==> src/psd_pkg.sv <==
// Package for the pairwise squared distance block: field widths, register
// indexes, opcodes and parameter defaults. No dependencies.
package psd_pkg;

  localparam int DEF_MAX_POINTS  = 64;
  localparam int DEF_MAX_DIMS    = 16;
  localparam int DEF_COORD_WIDTH = 16;

  localparam int DIST_W     = 36;
  localparam int PIDX_W     = 6;
  localparam int NP_CFG_W   = 7;
  localparam int ND_CFG_W   = 5;
  localparam int CFG_IDX_W  = 1;
  localparam int CFG_DATA_W = 7;

  localparam logic [CFG_IDX_W-1:0] REG_NUM_POINTS = 1'b0;
  localparam logic [CFG_IDX_W-1:0] REG_NUM_DIMS   = 1'b1;

  localparam logic OP_LOAD  = 1'b0;
  localparam logic OP_QUERY = 1'b1;

endpackage

==> src/psd_cell.sv <==
// One accumulator cell of the rotating ring; takes its neighbour's value on
// every shift. Depends on psd_pkg.
module psd_cell #(
  parameter int WIDTH = psd_pkg::DIST_W
) (
  input  logic             clk_i,
  input  logic             rst_ni,
  input  logic             shift_i,
  input  logic [WIDTH-1:0] d_i,
  output logic [WIDTH-1:0] q_o
);
  import psd_pkg::*;

  logic [WIDTH-1:0] acc_q;
  logic [WIDTH-1:0] acc_d;

  assign acc_d = shift_i ? d_i : acc_q;

  always_ff @(posedge clk_i or negedge rst_ni) begin
    if (!rst_ni) begin
      acc_q <= '0;
    end else begin
      acc_q <= acc_d;
    end
  end

  assign q_o = acc_q;

endmodule

==> config.mk <==
export PLATFORM = sky130hd
export DESIGN_NAME = psd_cell
export DESIGN_NICKNAME = d
export VERILOG_FILES = /design/src/psd_pkg.sv /design/src/psd_cell.sv
export SDC_FILE = /design/constraint.sdc
export NUM_CORES = 1
export LEC_CHECK = 0
export BUFFER_PORTS_ARGS = -buffer_cell sky130_fd_sc_hd__buf_2
export CAP_MARGIN = 20
export CORE_ASPECT_RATIO = 1.25
export CORE_MARGIN = 3
export CORE_UTILIZATION = 30
export CTS_CLUSTER_SIZE = 10
export DETAILED_ROUTE_END_ITERATION = 7
export SLEW_MARGIN = 15
export SYNTH_ARGS = -nofsm -noshare
export SYNTH_HDL_FRONTEND = slang
export SYNTH_SLANG_ARGS = --single-unit
export TNS_END_PERCENT = 10
==> constraint.sdc <==
create_clock -name clk_i -period 1.64 [get_ports clk_i]
set_input_delay 0.082 -clock clk_i [delete_from_list [all_inputs] [get_ports clk_i]]
set_output_delay 0.082 -clock clk_i [all_outputs]
set_load 0.01 [all_outputs]
==> implementation parameters, run 1 <==
Parameter                              Value

Setup path
  Critical Setup Path Class ... input port to asynchronous set/reset pin
  Critical path's largest stage delay ... 0.63 ns
  Required time of the critical path ... 1.96 ns
  Family with the most delay on the worst path ... buffers and inverters
  Buffer and inverter count on the worst path ... 2
  R2R Path Start ... q_o[24]$_DFFE_PN0P_
  Critical path arrival ... 1.25 ns
  Maximum net fanout on the critical path ... 36
  Worst setup EP type ... asynchronous set/reset pin
  Worst-path cell with the longest stage delay ... sky130_fd_sc_hd__buf_2
  Nature of the critical path startpoint ... input port
  Cell Chain, Critical Path ... dlygate4sd3_1 > buf_2
  R2r worst-path depth ... 1
  Terminus of the critical flop-to-flop path ... q_o[24]$_DFFE_PN0P_
  Reg-to-reg setup timing slack ... 0.85 ns

Global routing
  Pin count of the biggest net entering global routing ... 37
  Total congestion overflow after global routing ... 0
  Global-route total usage across every layer ... 10.9%
  Wire length of the first global-routing pass ... 5.15 mm
  Number of global-route vias before repair ... 1,080
  Antenna violations before repair ... 0

Place
  Estimated wirelength of the detail-placed design ... 2.16 mm
  Worst slack after detailed placement ... 0.685 ns
  Placed standard-cell area ... 0.00188 sq mm
  Routability congestion estimate ... 0.771
  Number of buffers added on ports ... 74

Clock tree
  TritonCTS Buffers ... 5
  CTS sink count ... 36
  Clock insertion delay at the later pin of the skew report ... 0.28 ns
  Clock edge transition at the registers on the reported setup and hold paths ... 0.07 ns
  Max Buffers Root-to-Sink ... 2
  H-tree levels ... 2
  Postcts setup bufs ... 0
  CTS tree ... done
  Clk Tree Root Cell ... sky130_fd_sc_hd__clkbuf_8

Route
  Remaining number of nets flagged by the antenna check after routing ... 0
  DRT Wirelength ... 3.02 mm
  Drt initial violations ... 18
  Number of vias per cell after detailed routing ... 4.33
  Remaining routing DRC violations ... 0
  Routed WL per cell ... 14.0 um
  First drt pass iteration count ... 4
  Number of vias in the routed layout ... 935

Timing
  Clk_skew ... 0 ns
  Total negative setup slack ... 0 ns
  Max Freq ... 1.07 GHz
  Smallest setup slack after layout ... 0.708 ns
  Fin crit period ... 0.932 ns
  Worst-case headroom to the max-slew limit ... 47.3%
  Total setup violations reported at the end of the flow ... 0
  Worst slew pin tran ... 0.791 ns
  Number of pins exceeding their max-slew limit in the final report ... 0
  Tcrit/Tclk final ... 56.8%
  Hold Violations, Final ... 0
  Setup repair after global routing missed its margin ... no

Yosys
  Share of the yosys chip area belonging to registers ... 60.5%
  Average cell area after synthesis ... 19.6 sq um
  Number of library cell types mapped by synthesis ... 5
  Share of the synthesized area in the top cell type ... 60.5%
  Number of register bits inferred by synthesis ... 36
  Cell taking the most area after synthesis ... sky130_fd_sc_hd__dfrtp_1
  Synthesized instance count ... 76
  Top cells by area in the synthesized netlist ... sky130_fd_sc_hd__dfrtp_1 (60%), sky130_fd_sc_hd__mux2_4 (30%), sky130_fd_sc_hd__mux2_2 (4.5%)
  Post-Synthesis Net Count ... 115
  Synthesis warning total ... 0
  Post-synth design cell area ... 0.00149 sq mm

Cells and area
  Commonest non-fill, non-tap cells in the layout ... sky130_fd_sc_hd__buf_2 (74), sky130_fd_sc_hd__dfrtp_1 (36), sky130_fd_sc_hd__mux2_4 (30)
  Final-stage net count ... 194
  Max reg flops ... 36
  Antenna diodes ... 0
  Leading cell type in the layout, fill and taps excluded ... sky130_fd_sc_hd__buf_2
  Area growth from synthesis to layout ... 33.3%
  Fraction of layout cells with a size suffix above 1 ... 76.3%
  Final core utilization ... 41.7%
  Fill cell total of the finished layout ... 464
  Total area of multi-input combinational cells ... 518 sq um
  Sequential cell area ... 901 sq um
  Cell area after layout ... 0.00199 sq mm

Floorplanning
  Area enclosed by the die boundary ... 0.00585 sq mm
  Placement Rows ... 28
  Width of the die ... 69.0 um
  Initial Utilization ... 31.3%
  Number of primary I/O pins ... 75
  Vertical die dimension ... 84.8 um
  Floorplan Core Area ... 0.00476 sq mm

Min path
  Worst hold path cell count ... 2
  Destination of the worst hold path ... q_o[1]$_DFFE_PN0P_
  Min-delay src ... d_i[1]
  Type of the worst min-delay path ... input port to flop

Job
  Number of violations of the max-capacitance limit ... 0

Power and ir drop
  Reported net switching power ... 0.000509 W
  Design internal power ... 0.00153 W
  Part of the power in the clock network ... 31.4%
  Max IR drop VDD ... 0.463 mV
  Gate power share ... 18.3%
  Net Sw Frac ... 25.0%
  Share of total power in sequential cells ... 50.3%
  Power density relative to cell area ... 1030 mW/mm^2
  LEAKAGE ... 1.05 nW

Outcome
  Result of the run ... complete, no violations
==> worst max path at each step <==
stage	from	to	cells past startpoint
after floorplan	q_o[10]$_DFFE_PN0P_	q_o[10]$_DFFE_PN0P_	1
after global placement	shift_i	q_o[0]$_DFFE_PN0P_	3
after detailed placement	shift_i	q_o[2]$_DFFE_PN0P_	3
after CTS	rst_ni	q_o[25]$_DFFE_PN0P_	2
after global routing	rst_ni	q_o[31]$_DFFE_PN0P_	2
final	rst_ni	q_o[31]$_DFFE_PN0P_	2
==> power groups by stage <==
stage          Sequential, W  Clock [W]  Combinational, W
6_report             0.00103   0.000641          0.000373
5_1_grt              0.00104   0.000709          0.000402
4_1_cts              0.00103   0.000676          0.000381
3_5_place_dp         0.00104          0          0.000379
3_3_place_gp         0.00104          0          0.000370
2_1_floorplan        0.00108          0          0.000173
==> cell usage after synthesis <==
cell type                  n
sky130_fd_sc_hd__dfrtp_1  36
sky130_fd_sc_hd__mux2_4   30
sky130_fd_sc_hd__mux2_2    6
sky130_fd_sc_hd__buf_12    3
sky130_fd_sc_hd__buf_6     1
==> stage by stage <==
| stage | total power, W | hold slack, ns | std cells |
|---|---|---|---|
| 3_3_place_gp | 0.00141 | 0.191 | 207 |
| 6_report | 0.00204 | 0.0257 | 216 |
| 2_1_floorplan | 0.00125 | -0.214 | 76 |
| 5_1_grt | 0.00215 | 0.0103 | 216 |
| 3_5_place_dp | 0.00142 | 0.214 | 207 |
| 4_1_cts | 0.00208 | 0.0145 | 216 |
==> cell families (layout without fill, tap and decap cells) <==
logic type | count (synthesis) | in the layout | synth area share [%]
mux | 36 | 36 | 34.8
buf+inv | 4 | 84 | 4.79
flops | 36 | 36 | 60.5
==> layer usage <==
metal	vias to the layer above	share of wire, %	wire length (um)	GRT usage [%]
met4	0	1.1	32	2.66
met3	4	8.4	254	4.55
met1	460	39	1170	12.5
li1	423	-	-	-
met2	48	52	1570	18.9
met5	-	0	0	0
==> final cells by class <==
class	count	share of cell area [%]
Clock buffer	6	4.16
Sequential cell	36	45.3
Tap cell	60	3.78
Multi-Input combinational cell	36	26.1
Clock inverter	2	0.504
Timing Repair Buffer	76	20.2
==> what timing repair did <==
| item | CTS | global route |
|---|---|---|
| hold buffers | 1 | 0 |
| hold endpoints to repair | 36 | 0 |
| resized for setup | 0 | 0 |
| endpoints found under the setup margin | 0 | 0 |
No activity file was read; power rests on OpenSTA's default activity.
==> run 2, diff against run 1 <==
Clock period 1.64 ns to 0.87 ns, I/O delays scaled along.
==> run 2 against run 1 <==
Routed wire length is 13% higher. Combinational power up 130%. Worst hold slack worse by 0.011 ns.
==> implementation parameters, run 2 (synthesis gave the netlist of run 1 again) <==
Parameter                              Value

Outcome
  Result of the run ... complete, no violations

Timing
  Fin crit period ... 0.862 ns
  Worst slew pin tran ... 0.188 ns (-0.602 ns)
  Worst-case headroom to the max-slew limit ... 87.4% (+40 points)
  Clk_skew ... 0 ns (unchanged)
  Number of pins exceeding their max-slew limit in the final report ... 0 (unchanged)
  Tcrit/Tclk final ... 99.1%
  Max Freq ... 1.16 GHz
  Setup repair after global routing missed its margin ... yes
  Hold Violations, Final ... 0 (unchanged)
  Smallest setup slack after layout ... 0.00756 ns (-0.700 ns)
  Total setup violations reported at the end of the flow ... 0 (unchanged)

Floorplanning
  Floorplan Core Area ... 0.00476 sq mm (unchanged)
  Width of the die ... 69.0 um (unchanged)
  Area enclosed by the die boundary ... 0.00585 sq mm (unchanged)
  Placement Rows ... 28 (unchanged)
  Initial Utilization ... 31.3% (unchanged)
  Number of primary I/O pins ... 75 (unchanged)
  Vertical die dimension ... 84.8 um (unchanged)

Setup path
  Critical Setup Path Class ... flop to output port
  Critical path arrival ... 0.82 ns (-0.43 ns)
  Cell Chain, Critical Path ... buf_2
  Critical path's largest stage delay ... 0.40 ns (-0.23 ns)
  Worst-path cell with the longest stage delay ... sky130_fd_sc_hd__dfrtp_1
  Worst setup EP type ... output port
  R2R Path Start ... q_o[35]$_DFFE_PN0P_
  Buffer and inverter count on the worst path ... 1 (-1)
  Nature of the critical path startpoint ... flop
  Crit. Startpoint ... q_o[18]$_DFFE_PN0P_
  Family with the most delay on the worst path ... flip-flops
  Required time of the critical path ... 0.83 ns (-1.13 ns)
  Maximum net fanout on the critical path ... 2 (-94%)

Cells and area
  Fill cell total of the finished layout ... 425 (-8.4%)
  Max reg flops ... 36 (unchanged)
  Cell area after layout ... 0.00239 sq mm (+20%)
  Commonest non-fill, non-tap cells in the layout ... sky130_fd_sc_hd__buf_2 (72), sky130_fd_sc_hd__dlygate4sd3_1 (36), sky130_fd_sc_hd__dfrtp_1 (36)
  Final cell count without fillers ... 253 (+17%)
  Area growth from synthesis to layout ... 60.2%
  Leading cell type in the layout, fill and taps excluded ... sky130_fd_sc_hd__buf_2
  Antenna diodes ... 0 (unchanged)
  Final-stage net count ... 231 (+19%)
  Fraction of layout cells with a size suffix above 1 ... 61.7% (-15 points)

Global routing
  Number of global-route vias before repair ... 1,232 (+14%)
  GR met1 Demand/Resource ... 13.7% (+1.2 points)
  Wire length of the first global-routing pass ... 5.90 mm (+15%)
  Met2 layer usage reported by global route ... 22.6% (+3.6 points)
  Pin count of the biggest net entering global routing ... 37 (unchanged)
  Busiest layer in global routing ... met2
  Antenna violations before repair ... 0 (unchanged)
  GR Layer Usage met3 ... 4.55% (unchanged)
  Global-route total usage across every layer ... 12.5% (+1.6 points)
  Total congestion overflow after global routing ... 0 (unchanged)

Route
  First drt pass iteration count ... 2 (-2)
  Number of vias in the routed layout ... 1,065 (+14%)
  Remaining number of nets flagged by the antenna check after routing ... 0 (unchanged)
  Drt initial violations ... 8 (-10)
  Remaining routing DRC violations ... 0 (unchanged)
  DRT Wirelength ... 3.40 mm (+13%)
  Number of vias per cell after detailed routing ... 4.21 (-2.8%)
  Routed WL per cell ... 13.4 um (-3.9%)

Place
  Number of buffers added on ports ... 74 (unchanged)
  Number of cells in the design after placement ... 209 (+0.97%)
  Routability congestion estimate ... 0.723 (-6.3%)
  Placed standard-cell area ... 0.00192 sq mm (+2.1%)
  Worst slack after detailed placement ... -0.0276 ns (-0.713 ns)
  Estimated wirelength of the detail-placed design ... 2.29 mm (+6.2%)

Clock tree
  CTS tree ... done
  Postcts setup bufs ... 0 (unchanged)
  Clock edge transition at the registers on the reported setup and hold paths ... 0.07 ns (about the same)
  Clk Tree Root Cell ... sky130_fd_sc_hd__clkbuf_8
  Max Buffers Root-to-Sink ... 2 (unchanged)
  CTS sink count ... 36 (unchanged)
  Clock insertion delay at the later pin of the skew report ... 0.28 ns (about the same)
  TritonCTS Buffers ... 5 (unchanged)
  H-tree levels ... 2 (unchanged)

Job
  Number of violations of the max-capacitance limit ... 0 (unchanged)

Min path
  Min-delay src ... d_i[21]
  Type of the worst min-delay path ... input port to flop

Power and ir drop
  Power density relative to cell area ... 1670 mW/mm^2 (+63%)
  Part of the power in the clock network ... 29.8% (-1.6 points)
  Design internal power ... 0.00303 W (+98%)
  LEAKAGE ... 1.21 nW (+16%)
  Net Sw Frac ... 23.9% (-1.0 points)
  Gate power share ... 21.6% (+3.3 points)
  Total power ... 0.00398 W (+95%)
  Share of total power in sequential cells ... 48.6% (-1.7 points)
  Max IR drop VDD ... 1.06 mV (+130%)
  Reported net switching power ... 0.000954 W (+87%)
[run 2: worst paths after layout]
path / to / slack (ns) / cells past startpoint
setup / recovery: q_o[18] / 0.008 / 1
hold / removal: q_o[21]$_DFFE_PN0P_ / 0.01 / 2
setup reg to reg: q_o[35]$_DFFE_PN0P_ / 0.09 / 1
hold reg to reg: q_o[13]$_DFFE_PN0P_ / 0.50 / 1
max in group asynchronous: q_o[25]$_DFFE_PN0P_ / 0.43 / 3
min in group asynchronous: q_o[18]$_DFFE_PN0P_ / 0.27 / 3
[run 2: through the flow]
step | TNS [ns] | hold WS [ns] | utilization (%)
5_1_grt | -0.669 | 0.00264 | 50.1
2_1_floorplan | 0 | -0.252 | -
3_3_place_gp | 0 | 0.0188 | 40.4
3_5_place_dp | -0.130 | 0.0289 | 40.4
6_report | 0 | 0.0150 | 50.1
4_1_cts | -0.0236 | 0.00527 | 49.6
[run 2: cell type report]
| cell class | count | area (sq um) | area share, % |
|---|---|---|---|
| sequential | 36 | 901 | 37.7 |
| multi-input combinational | 36 | 518 | 21.7 |
| tap | 60 | 75.1 | 3.14 |
| clock buffer | 8 | 90.1 | 3.77 |
| timing repair buffer | 113 | 803 | 33.6 |
[run 2: repair_timing]
action                     4_1_cts  5_1_grt
gates resized for setup          0        2
setup endpoints to repair        5       36
hold buffers                    35        1
hold endpoints to repair        70        1
[run 2: power by group through the flow]
| stage | Combinational (W) | Clock, W | Sequential [W] |
|---|---|---|---|
| 6_report | 0.000861 | 0.00119 | 0.00194 |
| 5_1_grt | 0.000927 | 0.00135 | 0.00196 |
| 4_1_cts | 0.000856 | 0.00124 | 0.00193 |
| 3_5_place_dp | 0.000735 | 0 | 0.00196 |
| 3_3_place_gp | 0.000717 | 0 | 0.00196 |
| 2_1_floorplan | 0.000327 | 0 | 0.00204 |
[run 2: layer usage]
layer / vias up / part of all wire, %
li1: 497 / -
met1: 511 / 38
met2: 50 / 52
met3: 7 / 7.6
met4: 0 / 1.8
met5: - / 0
==> run 3, diff against run 2 <==
Settings changed: CORE_UTILIZATION 30 to 45, PLACE_DENSITY from default to 0.79.
==> run 3 against run 2 <==
The run now ends with setup timing left. Sequential share of layout area decreased by 0.33 points. Routed wire length increased by 14%. Clock power about the same. Total power increased by 1.0%. Critical path type unchanged.
==> implementation parameters, run 3 (synthesis gave the netlist of run 1 again) <==
Parameter                              Value

Outcome
  Result of the run ... finished with violations
  Failing checks ... setup timing

Place
  Number of buffers added on ports ... 74 (unchanged)
  Estimated wirelength of the detail-placed design ... 2.27 mm (-1.2%)
  Routability congestion estimate ... 0.714 (-1.2%)

Cells and area
  Commonest non-fill, non-tap cells in the layout ... sky130_fd_sc_hd__buf_2 (71), sky130_fd_sc_hd__dlygate4sd3_1 (37), sky130_fd_sc_hd__dfrtp_1 (36)
  Max reg flops ... 36 (unchanged)
  Fraction of layout cells with a size suffix above 1 ... 63.5% (+1.8 points)
  Area growth from synthesis to layout ... 61.6%
  Final-stage net count ... 238 (+3.0%)
  Final core utilization ... 78.8% (+29 points)
  Antenna diodes ... 0 (unchanged)
  Sequential cell area ... 901 sq um (unchanged)
  Total area of multi-input combinational cells ... 518 sq um (unchanged)
  Leading cell type in the layout, fill and taps excluded ... sky130_fd_sc_hd__buf_2
  Fill cell total of the finished layout ... 186 (-56%)

Setup path
  Critical path arrival ... 0.90 ns (+0.08 ns)
  Nature of the critical path startpoint ... flop
  Required time of the critical path ... 0.83 ns (about the same)
  Worst setup EP type ... output port
  R2r worst-path depth ... 2 (+1)
  Terminus of the critical flop-to-flop path ... q_o[11]$_DFFE_PN0P_
  Critical path's largest stage delay ... 0.41 ns (about the same)
  Critical Setup Path Class ... flop to output port
  Family with the most delay on the worst path ... flip-flops
  Cell Chain, Critical Path ... buf_2
  Worst-path cell with the longest stage delay ... sky130_fd_sc_hd__dfrtp_1
  Maximum net fanout on the critical path ... 2 (unchanged)
  R2R Path Start ... q_o[11]$_DFFE_PN0P_
  Buffer and inverter count on the worst path ... 1 (unchanged)
  Reg-to-reg setup timing slack ... -0.03 ns (-0.12 ns)

Timing
  Worst-case headroom to the max-slew limit ... 87.1% (-0.33 points)
  Number of pins exceeding their max-slew limit in the final report ... 0 (unchanged)
  Tcrit/Tclk final ... 108% (+9.1 points)
  Setup repair after global routing missed its margin ... yes
  Hold Violations, Final ... 0 (unchanged)
  Clk_skew ... 0 ns (unchanged)
  Max Freq ... 1.06 GHz (-8.4%)
  Worst Hold Margin ... 0.0542 ns (+0.0392 ns)
  Fin crit period ... 0.941 ns (+0.0789 ns)
  Total setup violations reported at the end of the flow ... 41 (+41)
  Smallest setup slack after layout ... -0.0714 ns (-0.0789 ns)
  Worst slew pin tran ... 0.193 ns (+0.00500 ns)

Floorplanning
  Placement Rows ... 22 (-21%)
  Area enclosed by the die boundary ... 0.00404 sq mm (-31%)
  Initial Utilization ... 48.8% (+17 points)
  Width of the die ... 57.5 um (-17%)
  Vertical die dimension ... 70.3 um (-17%)
  Number of primary I/O pins ... 75 (unchanged)
  Floorplan Core Area ... 0.00306 sq mm (-36%)

Route
  Routed WL per cell ... 16.4 um (+22%)
  Number of vias in the routed layout ... 1,110 (+4.2%)
  DRT Wirelength ... 3.88 mm (+14%)
  First drt pass iteration count ... 2 (unchanged)
  Remaining routing DRC violations ... 0 (unchanged)
  Number of vias per cell after detailed routing ... 4.70 (+12%)
  Drt initial violations ... 18 (+10)
  Remaining number of nets flagged by the antenna check after routing ... 0 (unchanged)

Clock tree
  Clock insertion delay at the later pin of the skew report ... 0.34 ns (+0.06 ns)
  TritonCTS Buffers ... 5 (unchanged)
  CTS tree ... done
  CTS sink count ... 36 (unchanged)
  Clk Tree Root Cell ... sky130_fd_sc_hd__clkbuf_4
  H-tree levels ... 2 (unchanged)
  Max Buffers Root-to-Sink ... 2 (unchanged)
  Clock edge transition at the registers on the reported setup and hold paths ... 0.12 ns (+0.05 ns)

Min path
  Type of the worst min-delay path ... input port to flop
  Destination of the worst hold path ... q_o[35]$_DFFE_PN0P_
  Worst hold path cell count ... 2 (unchanged)
  Min-delay src ... shift_i

Power and ir drop
  LEAKAGE ... 1.24 nW (+2.5%)
  Power density relative to cell area ... 1670 mW/mm^2 (+0.14%)
  Max IR drop VDD ... 1.54 mV (+45%)

Global routing
  Wire length of the first global-routing pass ... 6.38 mm (+8.2%)
  Number of global-route vias before repair ... 1,303 (+5.8%)
  Antenna violations before repair ... 0 (unchanged)
  Global-route total usage across every layer ... 21.2% (+8.7 points)
  Pin count of the biggest net entering global routing ... 37 (unchanged)
  Total congestion overflow after global routing ... 0 (unchanged)

Job
  Number of violations of the max-capacitance limit ... 0 (unchanged)
==> run 3: worst register-to-register path: stages, from the launching register on <==
cell and delay (ns):
sky130_fd_sc_hd__dfrtp_1 0.41, sky130_fd_sc_hd__buf_4 0.13, sky130_fd_sc_hd__mux2_4 0.26
==> run 3: worst max-delay path by stage <==
stage	end	slack [ns]	startpoint	cells after the start
floorplan	q_o[10]$_DFFE_PN0P_	0.09	q_o[10]$_DFFE_PN0P_	1
global placement	q_o[29]$_DFFE_PN0P_	0.03	shift_i	3
detailed placement	q_o[2]$_DFFE_PN0P_	0.003	shift_i	3
CTS	q_o[11]	-0.1	q_o[11]$_DFFE_PN0P_	1
global route	q_o[10]	-0.12	q_o[10]$_DFFE_PN0P_	1
finish	q_o[11]	-0.07	q_o[11]$_DFFE_PN0P_	1
==> run 3: through the flow <==
stage / TNS (ns) / total power [W] / setup WS [ns] / cell area [sq um] / cells
floorplan: 0 / 0.00237 / 0.0907 / 1490 / 76
global placement: 0 / 0.00268 / 0.0349 / 1900 / 186
detailed placement: 0 / 0.00271 / 0.00271 / 1900 / 186
CTS: -2.56 / 0.00403 / -0.0954 / 2370 / 233
global route: -3.90 / 0.00423 / -0.117 / 2410 / 236
finish: -1.98 / 0.00403 / -0.0714 / 2410 / 236
==> run 3: metal layers <==
metal	GRT usage [%]	wire length [um]	vias up
li1	-	-	508
met1	21.3	1300	538
met2	37.9	2240	48
met3	5.18	205	16
met4	12.6	127	0
met5	0	0	-
==> run 3: repair_timing <==
item | in CTS | in global routing
endpoints found under the setup margin | 36 | 38
setup buffers | 2 | 3
resized for setup | 0 | 3
hold buffers | 37 | 0
endpoints found under the hold margin | 72 | 0
==> run 3: where the power goes <==
group	leakage, nW	internal, W	switching, W
Combinational	0.780	0.000582	0.000338
Clock	0.0412	0.000599	0.000571
Sequential	0.421	0.00184	0.0000967
Total	1.24	0.00302	0.00101
==> run 3: layout make-up <==
class	count	area share, %
Multi-Input combinational cell	36	21.5
Clock inverter	3	1.77
Clock buffer	5	1.56
Sequential cell	36	37.4
Timing Repair Buffer	120	35.9
Tap cell	36	1.87
